File: src/sv/selective_repeat_receiver_window_macros.svh
`ifndef SELECTIVE_REPEAT_RECEIVER_WINDOW_MACROS_SVH
`define SELECTIVE_REPEAT_RECEIVER_WINDOW_MACROS_SVH

// same-cycle implication, disabled while reset is held
`define SRRW_ASSERT_NOW(lbl, clk, rst_n, ante, cons) \
  lbl: assert property (@(posedge clk) disable iff (!rst_n) (ante) |-> (cons)) \
    else $error("srrw assertion failed");

// next-cycle implication, disabled while reset is held
`define SRRW_ASSERT_NEXT(lbl, clk, rst_n, ante, cons) \
  lbl: assert property (@(posedge clk) disable iff (!rst_n) (ante) |=> (cons)) \
    else $error("srrw assertion failed");

`endif

File: src/sv/srrw_pkg.sv
`timescale 1ns / 1ps
`default_nettype none

package srrw_pkg;

  localparam int unsigned WINDOW = 8;

  localparam logic [1:0] OP_DATA     = 2'd0;
  localparam logic [1:0] OP_SETUP    = 2'd1;
  localparam logic [1:0] OP_TEARDOWN = 2'd2;

  localparam logic [1:0] CTL_DATA     = 2'd0;
  localparam logic [1:0] CTL_SETUP    = 2'd1;
  localparam logic [1:0] CTL_TEARDOWN = 2'd2;

  localparam logic RK_DELIVER = 1'b0;
  localparam logic RK_ACK     = 1'b1;

  typedef enum logic [2:0] {
    ST_IDLE  = 3'b001,
    ST_EVAL  = 3'b010,
    ST_DELIV = 3'b100
  } state_t;

  typedef struct packed {
    logic wr_en;  // store a tag at offset wr_off from the ring base
    logic adv;    // slide the ring base by one slot
  } mem_ctl_t;

endpackage

`default_nettype wire

File: src/sv/srrw_slot_mem.sv
`timescale 1ns / 1ps
`default_nettype none

module srrw_slot_mem #(
  parameter int unsigned WINDOW = srrw_pkg::WINDOW,
  localparam int unsigned PW = (WINDOW > 1) ? $clog2(WINDOW) : 1
) (
  input  wire logic             clk,
  input  wire logic             rst_n,
  input  wire srrw_pkg::mem_ctl_t ctl,
  input  wire logic [PW-1:0]    wr_off,
  input  wire logic [31:0]      wr_data,
  output logic      [31:0]      rd_data
);

  localparam logic [PW:0] WIN_W = (PW + 1)'(WINDOW);

  logic [31:0]   slot_mem [WINDOW];
  logic [PW-1:0] base_r, base_nxt;
  logic [31:0]   rd_data_r;
  logic [PW:0]   wr_sum;
  logic [PW-1:0] wr_addr;
  logic [PW-1:0] base_inc;
  logic [PW-1:0] rd_addr;

  // ring addressing: logical slot i lives at (base + i) mod WINDOW
  always_comb begin
    wr_sum   = {1'b0, base_r} + {1'b0, wr_off};
    wr_addr  = (wr_sum >= WIN_W) ? PW'(wr_sum - WIN_W) : wr_sum[PW-1:0];
    base_inc = ({1'b0, base_r} == WIN_W - 1'b1) ? '0 : base_r + 1'b1;
    rd_addr  = ctl.adv ? base_inc : base_r;
    base_nxt = rd_addr;
  end

  always_ff @(posedge clk) begin
    if (!rst_n) begin
      base_r <= '0;
    end else begin
      base_r <= base_nxt;
    end
  end

  // read the head slot every cycle, forward a same-cycle write
  always_ff @(posedge clk) begin
    if (ctl.wr_en) begin
      slot_mem[wr_addr] <= wr_data;
    end
    if (ctl.wr_en && (wr_addr == rd_addr)) begin
      rd_data_r <= wr_data;
    end else begin
      rd_data_r <= slot_mem[rd_addr];
    end
  end

  assign rd_data = rd_data_r;

endmodule

`default_nettype wire

File: src/sv/selective_repeat_receiver_window.sv
// channel   ports                                         handshake
// input     in_opcode, in_seq_number, in_payload_tag      start && !busy
// result    out_result_kind, out_seq_number,              out_valid, one cycle
//           out_payload_tag, out_ack_control, out_last
//
// setup, teardown, old data and dropped words: busy while evaluated; no new word while busy.
// in-window data: busy while the word is stored and its run delivered, one payload per
// read of the one-read-per-cycle walk of the slot memory from the head.
// reset (rst_n low, synchronous) empties the window and sets the head to 0.
// results are registered; the receiver cannot stall.
`timescale 1ns / 1ps
`default_nettype none

`include "selective_repeat_receiver_window_macros.svh"

module selective_repeat_receiver_window #(
  parameter int unsigned WINDOW = srrw_pkg::WINDOW,
  localparam int unsigned PW = (WINDOW > 1) ? $clog2(WINDOW) : 1
) (
  input  wire logic        clk,
  input  wire logic        rst_n,
  input  wire logic        start,
  output logic             busy,
  input  wire logic [1:0]  in_opcode,
  input  wire logic [31:0] in_seq_number,
  input  wire logic [31:0] in_payload_tag,
  output logic             out_valid,
  output logic             out_result_kind,
  output logic [31:0]      out_seq_number,
  output logic [31:0]      out_payload_tag,
  output logic [1:0]       out_ack_control,
  output logic             out_last
);

  srrw_pkg::state_t state_r, state_nxt;
  logic [31:0]       head_r, head_nxt;
  logic [WINDOW-1:0] marks_r, marks_nxt;
  logic [1:0]        op_r;
  logic [31:0]       seq_r;
  logic [31:0]       tag_r;

  logic        ov_r, ov_nxt;
  logic        okind_r, okind_nxt;
  logic [31:0] oseq_r, oseq_nxt;
  logic [31:0] otag_r, otag_nxt;
  logic [1:0]  octl_r, octl_nxt;
  logic        olast_r, olast_nxt;

  srrw_pkg::mem_ctl_t mem_ctl;
  logic [31:0]        rd_data;
  logic               below;
  logic [31:0]        off;
  logic               in_win;
  logic [PW-1:0]      off_idx;
  logic [WINDOW-1:0]  off_bit;
  logic               accept;

  assign accept  = start && (state_r == srrw_pkg::ST_IDLE);
  assign busy    = (state_r != srrw_pkg::ST_IDLE);

  assign below   = seq_r < head_r;
  assign off     = seq_r - head_r;
  assign in_win  = !below && (off < 32'(WINDOW));
  assign off_idx = off[PW-1:0];
  assign off_bit = WINDOW'(1) << off_idx;

  srrw_slot_mem #(.WINDOW(WINDOW)) u_slot_mem (
    .clk     (clk),
    .rst_n   (rst_n),
    .ctl     (mem_ctl),
    .wr_off  (off_idx),
    .wr_data (tag_r),
    .rd_data (rd_data)
  );

  always_comb begin
    state_nxt     = state_r;
    head_nxt      = head_r;
    marks_nxt     = marks_r;
    mem_ctl.wr_en = 1'b0;
    mem_ctl.adv   = 1'b0;
    ov_nxt        = 1'b0;
    okind_nxt     = srrw_pkg::RK_ACK;
    oseq_nxt      = seq_r;
    otag_nxt      = '0;
    octl_nxt      = srrw_pkg::CTL_DATA;
    olast_nxt     = 1'b1;
    case (state_r)
      srrw_pkg::ST_IDLE: begin
        if (start) begin
          state_nxt = srrw_pkg::ST_EVAL;
        end
      end
      srrw_pkg::ST_EVAL: begin
        state_nxt = srrw_pkg::ST_IDLE;
        case (op_r)
          srrw_pkg::OP_SETUP: begin
            marks_nxt = '0;
            head_nxt  = seq_r + 32'd1;
            ov_nxt    = 1'b1;
            octl_nxt  = srrw_pkg::CTL_SETUP;
          end
          srrw_pkg::OP_TEARDOWN: begin
            ov_nxt   = 1'b1;
            octl_nxt = srrw_pkg::CTL_TEARDOWN;
          end
          srrw_pkg::OP_DATA: begin
            if (below) begin
              ov_nxt = 1'b1;
            end else if (in_win) begin
              // first copy of a slot wins
              mem_ctl.wr_en = ((marks_r & off_bit) == '0);
              marks_nxt     = marks_r | off_bit;
              state_nxt     = srrw_pkg::ST_DELIV;
            end
          end
          default: begin
          end
        endcase
      end
      srrw_pkg::ST_DELIV: begin
        if (marks_r[0]) begin
          ov_nxt      = 1'b1;
          okind_nxt   = srrw_pkg::RK_DELIVER;
          oseq_nxt    = head_r;
          otag_nxt    = rd_data;
          olast_nxt   = 1'b0;
          head_nxt    = head_r + 32'd1;
          marks_nxt   = marks_r >> 1;
          mem_ctl.adv = 1'b1;
        end else begin
          ov_nxt    = 1'b1;
          state_nxt = srrw_pkg::ST_IDLE;
        end
      end
      default: begin
        state_nxt = srrw_pkg::ST_IDLE;
      end
    endcase
  end

  always_ff @(posedge clk) begin
    if (!rst_n) begin
      state_r <= srrw_pkg::ST_IDLE;
      head_r  <= '0;
      marks_r <= '0;
      ov_r    <= 1'b0;
    end else begin
      state_r <= state_nxt;
      head_r  <= head_nxt;
      marks_r <= marks_nxt;
      ov_r    <= ov_nxt;
    end
  end

  always_ff @(posedge clk) begin
    if (accept) begin
      op_r  <= in_opcode;
      seq_r <= in_seq_number;
      tag_r <= in_payload_tag;
    end
    okind_r <= okind_nxt;
    oseq_r  <= oseq_nxt;
    otag_r  <= otag_nxt;
    octl_r  <= octl_nxt;
    olast_r <= olast_nxt;
  end

  assign out_valid       = ov_r;
  assign out_result_kind = okind_r;
  assign out_seq_number  = oseq_r;
  assign out_payload_tag = otag_r;
  assign out_ack_control = octl_r;
  assign out_last        = olast_r;

  `SRRW_ASSERT_NEXT(a_accept_busy, clk, rst_n, accept, busy)
  `SRRW_ASSERT_NOW(a_last_idle, clk, rst_n, out_valid && out_last, !busy)
  `SRRW_ASSERT_NOW(a_deliver_not_last, clk, rst_n,
    out_valid && (out_result_kind == srrw_pkg::RK_DELIVER), !out_last)
  `SRRW_ASSERT_NOW(a_idle_head_empty, clk, rst_n,
    state_r == srrw_pkg::ST_IDLE, !marks_r[0])

endmodule

`default_nettype wire
File: config.mk
export PLATFORM = sky130hd
export DESIGN_NAME = selective_repeat_receiver_window
export DESIGN_NICKNAME = d
export VERILOG_FILES = /design/src/sv/srrw_pkg.sv /design/src/sv/srrw_slot_mem.sv /design/src/sv/selective_repeat_receiver_window.sv
export VERILOG_INCLUDE_DIRS = /design/src /design/src/sv
export SDC_FILE = /design/constraint.sdc
export NUM_CORES = 1
export LEC_CHECK = 0
export BUFFER_PORTS_ARGS = -buffer_cell sky130_fd_sc_hd__buf_2
export CORE_MARGIN = 2
export CORE_UTILIZATION = 55
export CTS_CLUSTER_SIZE = 10
export DETAILED_ROUTE_END_ITERATION = 12
export GPL_TIMING_DRIVEN = 0
export PLACE_DENSITY_LB_ADDON = 0.15
export SLEW_MARGIN = 0
export SYNTH_ARGS = -nofsm -noshare
export SYNTH_HDL_FRONTEND = slang
export SYNTH_SLANG_ARGS = --single-unit
File: constraint.sdc
create_clock -name clk -period 7.8 [get_ports clk]
set_input_delay 1.56 -clock clk [delete_from_list [all_inputs] [get_ports clk]]
set_output_delay 1.56 -clock clk [all_outputs]
set_load 0.1 [all_outputs]
# == Word level (Yosys, flattened, before mapping) ==
# Memory sizes are Yosys's and may differ from the RTL's. A register that Yosys moved wholly into a read port is not among the register bits.
# Cells that the tools add are included.
# word_totals
register_bits,180
ramBits,256
memories,1
in_bits,69
out_inout_bits,70
word_cells,84
# classes
bitwise_logic,2
n_reduce_logical,12
shift,1
n_eq_ne,14
addsub,6
mux,32
order_cmp,3
# memory_table
memory,words,width,read_ports,rd_ports_with_merged_regs,write_ports,line,text
u_slot_mem.slot_mem,8,32,1,1,1,srrw_slot_mem.sv:18,logic [31:0] slot_mem [WINDOW];
# op_table
operator,count
two-way mux 32 bit,4
adder 32 x 1 -> 32 bit (second input constant),2
case mux 32 bit (2 select lines),1
less-than comparator 32 bit,1
less-than comparator 32 x 4 -> 1 bit (second input constant),1
case mux 8 bit (2 select lines),2
subtractor 32 bit,1
two-way mux 3 bit,8
two-way mux 8 bit,3
two-way mux 1 bit,10
case mux 3 bit (3 select lines),1
AND 8 bit,1
logical NOT 8 bit,1
bitwise OR 8 bit,1
left shift 1 x 3 -> 8 bit (first input constant),1
== test 3 bit (second input constant),2
!= test 2 bit (second input constant),3
!= test 3 x 1 -> 1 bit (second input constant),2
!= test 3 bit (second input constant),2
AND reduction 5 bit,1
adder 3 x 3 -> 4 bit,1
>= comparator 4 bit (second input constant),1
case mux 1 bit (2 select lines),2
case mux 2 bit (2 select lines),1
other kinds (15),17

# == Depth between registers and ports, before layout ==
# depth
ltp_word,10
depth_mapped,14

# == Hierarchy ==
# Synthesis repeated with hierarchy kept, for this count alone.
# hier_totals
cells_unflattened,1570
hier_area_um2,20169.3
# by_module_without_submodules
mod,area_each_um2,n_inst,cells_each
srrw_slot_mem,10122.2,1,405
selective_repeat_receiver_window,10047.1,1,1165

# == Worst setup path after synthesis ==
# OpenSTA, ideal clock, no wires.
# synth_path
path_type,reg-to-reg
start,register head_r[20]
end,memory u_slot_mem.slot_mem[1][0] (enable)
t_arrival_ps,6673
required_time_ps,7298
period_less_slack_ps,7174
path_slack_ps,626
stages_incl_launch_ff,13
cell_sequence,dfxtp_1 -> inv_1 -> ha_1 -> buf_6 -> a21oi_4 -> nor2_1 -> or3_1 -> or4_1 -> or4_1 -> or4b_4 -> nor4_2 -> nand4_2 -> nor4_1
# synth_between
elab_chain_cells,9
# synth_lines
element,line,text
"start, declared",selective_repeat_receiver_window.sv:36,"logic [31:0] head_r, head_nxt;"
"start signal, assigned",selective_repeat_receiver_window.sv:150,head_r <= head_nxt;
subtractor 32 bit / less-than comparator 32 bit (equally long branches),"selective_repeat_receiver_window.sv:62, selective_repeat_receiver_window.sv:61",
less-than comparator 32 x 4 -> 1 bit / logical NOT 1 bit (equally long branches),selective_repeat_receiver_window.sv:63,assign in_win = !below && (off < 32'(WINDOW));
logical AND 1 bit,selective_repeat_receiver_window.sv:63,
two-way mux 1 bit,selective_repeat_receiver_window.sv:110,end else if (in_win) begin
two-way mux 1 bit (*),selective_repeat_receiver_window.sv:108,if (below) begin
two-way mux 1 bit (*),selective_repeat_receiver_window.sv:96,case (op_r)
two-way mux 1 bit (*),selective_repeat_receiver_window.sv:88,case (state_r)
two-way mux 1 bit (*),srrw_slot_mem.sv:45,if (ctl.wr_en) begin
two-way mux 1 bit (implied by the code) (*),srrw_slot_mem.sv:46,slot_mem[wr_addr] <= wr_data;
"end, declared",srrw_slot_mem.sv:18,
# Every way passes the cells marked *; elsewhere a longest branch is shown, timed or not.

# == Worst setup path after layout ==
# layout_path
start,register head_r[27]
end,memory u_slot_mem.slot_mem[4][26] (enable)
# The elaborated chain is that of the path after synthesis.

==> run metrics <==
Avg WL per Cell=23.5 um; Pleak=7.93 nW; Final Util=64.8%; largest family of logic cells by synthesized area=compound AO/OA/AOI/OAI gates; internal power=3.86 mW; Clk Tree Root Cell=clkbuf_16; post-route cell area=23,100 um2; TritonCTS buffer count=50; H-tree depth=2; clk_lat worst skew=0.59 ns; Synth Instances=1,594; Sw Share=23.7%; Die W=194 um; Slew Viols, Final=0; Starting Density=55.9%; synthesized area=19,900 um2; Post-Synth XOR/XNOR Area=0.879%; final worst-path cycle share=87.7%; Yosys top cell area share=48.5%; DR iter-0 viols=1,383; fraction of registers with async set/reset=0%; Post-synth top flop=edfxtp_1; clock buffer depth=3; GRT Total Usage=29.2%; number of synthesized flops with an enable pin=322; Worst-Margin Slew=1.49 ns; max-capacitance violation count=1; Layout area overhead=15.9%; Worst Setup Start Kind=register; Min Hold Slack=0.473 ns; Max Clock Freq=0.146 GHz; Clk pwr share=41.1%; NumNets Final=1,943; Detailed Place HPWL=39,100 um; NetSw=1.20 mW; drt total wl=54,900 um; FILL cells=2,719; Synth Net Count=1,705; largest net degree at the start of global routing=27; top-count cell post-synth=edfxtp_1; mux contribution to synthesized area=10.1%; Final Hold Fails=0; Sinks on Clock Net=439; DRC viols=16; Core ar.=35,700 um2; Yosys top cell by area=edfxtp_1; CP Capture Type=register; aggregate global routing overflow=0; logic gate share of total power=7.6%; largest cells by area after synthesis=edfxtp_1 (49%), dfxtp_1 (12%), mux4_2 (7.5%); Worst Hold Class=reg2reg; crit path kind=reg2reg; first-pass GRT wire length=84,100 um; Seq cells post-synth=439; Routed Antenna Nets=0; Crit path arrival time=7.11 ns; worst-path fanout max=10; simple-gate share of the synthesized area=11.7%; Seq pwr share=51.3%; Final setup viols=0; vias in the first global route=14,500; hold_buf cts=0; I/O pin total=139; register area share after synthesis=60.3%; ratio of cells with drive above 1 in the final layout=18.7%; post-CTS setup buffers=0; cts repair resizes=0; post-synthesis adder-cell area fraction=2.71%; RSZ-0062 raised after global routing=no; Worst-path clk slew=0.05 ns; Pwr Density=219 nW/um2; die area=37,800 um2; most frequent cells after synthesis=edfxtp_1 (322), nand2_1 (136), dfxtp_1 (117), nor2_1 (116), o21ai_0 (108); Peak supply drop=0.178 mV; Distinct cells, synth=82; Period minus WS final=6.84 ns; Via density=6.27; Avg Cell Area, Syn=12.5 um2; CTS tree=built; initial antenna violation count=0; I/O Buffers=138; failing checks=design-rule violations, max-capacitance violations; relative slew slack=0.329%; via count=14,600; Placed Area=21,700 um2; Rows=69; compound-cell area share of the yosys netlist=11.7%; Clock Skew=0.0325 ns; Critical Path RT=8.07 ns; DR pass1 iterations=10; number of synthesis warnings=0; Die Height=194 um; outcome=finished with violations; Placer Congestion=1.02
flip-flops by register name, summed over array words and instances (netlist names), named ones only:
name	cells
op_r	2
seq_r	32
out_last	1
out_seq_number	32
head_r	32
out_valid	1
out_payload_tag	32
out_ack_control	2
state_r	3
marks_r	8
tag_r	32
u_slot_mem.slot_mem	256
u_slot_mem.base_r	3
worst paths after layout:
path	start	endpoint	slack (ns)	depth (start not counted)
hold / removal	head_r[12]	head_r[12]	0.47	2
setup reg to reg	head_r[27]	u_slot_mem.slot_mem[4][26]	0.96	15
hold reg to reg	head_r[12]	head_r[12]	0.47	2
setup / recovery	head_r[27]	u_slot_mem.slot_mem[4][26]	0.96	15
layout make-up:
| cell class | instances | area, um2 | area share, % |
|---|---|---|---|
| flip-flops and latches | 439 | 12000 | 52.0 |
| multi-input cells | 1028 | 7470 | 32.4 |
| clock buffers | 86 | 1400 | 6.05 |
| repair buffers | 186 | 1100 | 4.77 |
| well taps | 461 | 577 | 2.50 |
| plain buffers | 79 | 323 | 1.40 |
| inverters | 48 | 180 | 0.780 |
| clock inverters | 4 | 28.8 | 0.125 |
| diodes | 1 | 2.50 | 0.0108 |
through the flow:
step	worst slack [ns]	TNS, ns	std cells	power, mW
4_1_cts	1.04	0	2331	5.08
2_1_floorplan	0.626	0	1594	2.89
3_3_place_gp	-3.58	-885.32	2193	3.01
5_1_grt	0.734	0	2331	5.21
3_5_place_dp	1.09	0	2241	3.02
6_report	0.961	0	2332	5.06
cells in the final DEF, fill, tap and decap left out, types with 25 or more instances in the layout:
master     netlist  final
o21ai_0        108    108
nand2_1        136    136
ha_1            40     40
dfxtp_1        117    117
a31oi_1         25     25
mux4_2          66     66
nand4_1         27     27
clkbuf_1        59     94
inv_1           46     46
buf_4            1     40
a21oi_1        102    102
nor2_1         116    115
mux2i_1         50     50
buf_2            6    144
edfxtp_1       322    322
clkbuf_16        0     50
nand3_1         46     46
nor3_1          30     30
power groups by stage:
stage	Combinational, mW	Sequential, mW	Clock, mW
floorplan	0.189	2.70	0
detailed placement	0.374	2.64	0
CTS	0.376	2.60	2.11
global route	0.409	2.60	2.20
finish	0.383	2.60	2.08
global placement	0.366	2.65	0
per-layer routing:
layer / GRT usage, % / part of all wire, % / vias to the layer above
li1: - / - / 6620
met1: 39.0 / 41 / 7172
met2: 47.5 / 47 / 698
met3: 4.81 / 7.7 / 143
met4: 13.4 / 4.2 / 0
met5: 0 / 0 / -
critical path, cell delays in order (launching register included):
cell	delay, ns
dfxtp_1	0.46
inv_1	0.08
ha_1	0.33
buf_2	0.19
a31oi_1	0.57
o22ai_1	0.20
or4_1	0.62
or4_1	0.55
or4b_4	0.55
nor4_2	0.66
nand4_2	0.47
nor4_2	0.95
buf_4	0.33
buf_4	0.20
buf_6	0.16
buf_4	0.19
kinds of logic after synthesis:
logic type      count (synthesis)
compound gates                373
xor+xnor                       20
fa+ha+maj                      42
buf+inv                       127
flops                         439
mux                           119
simple gates                  474
Power figures use the tool's default switching activity.
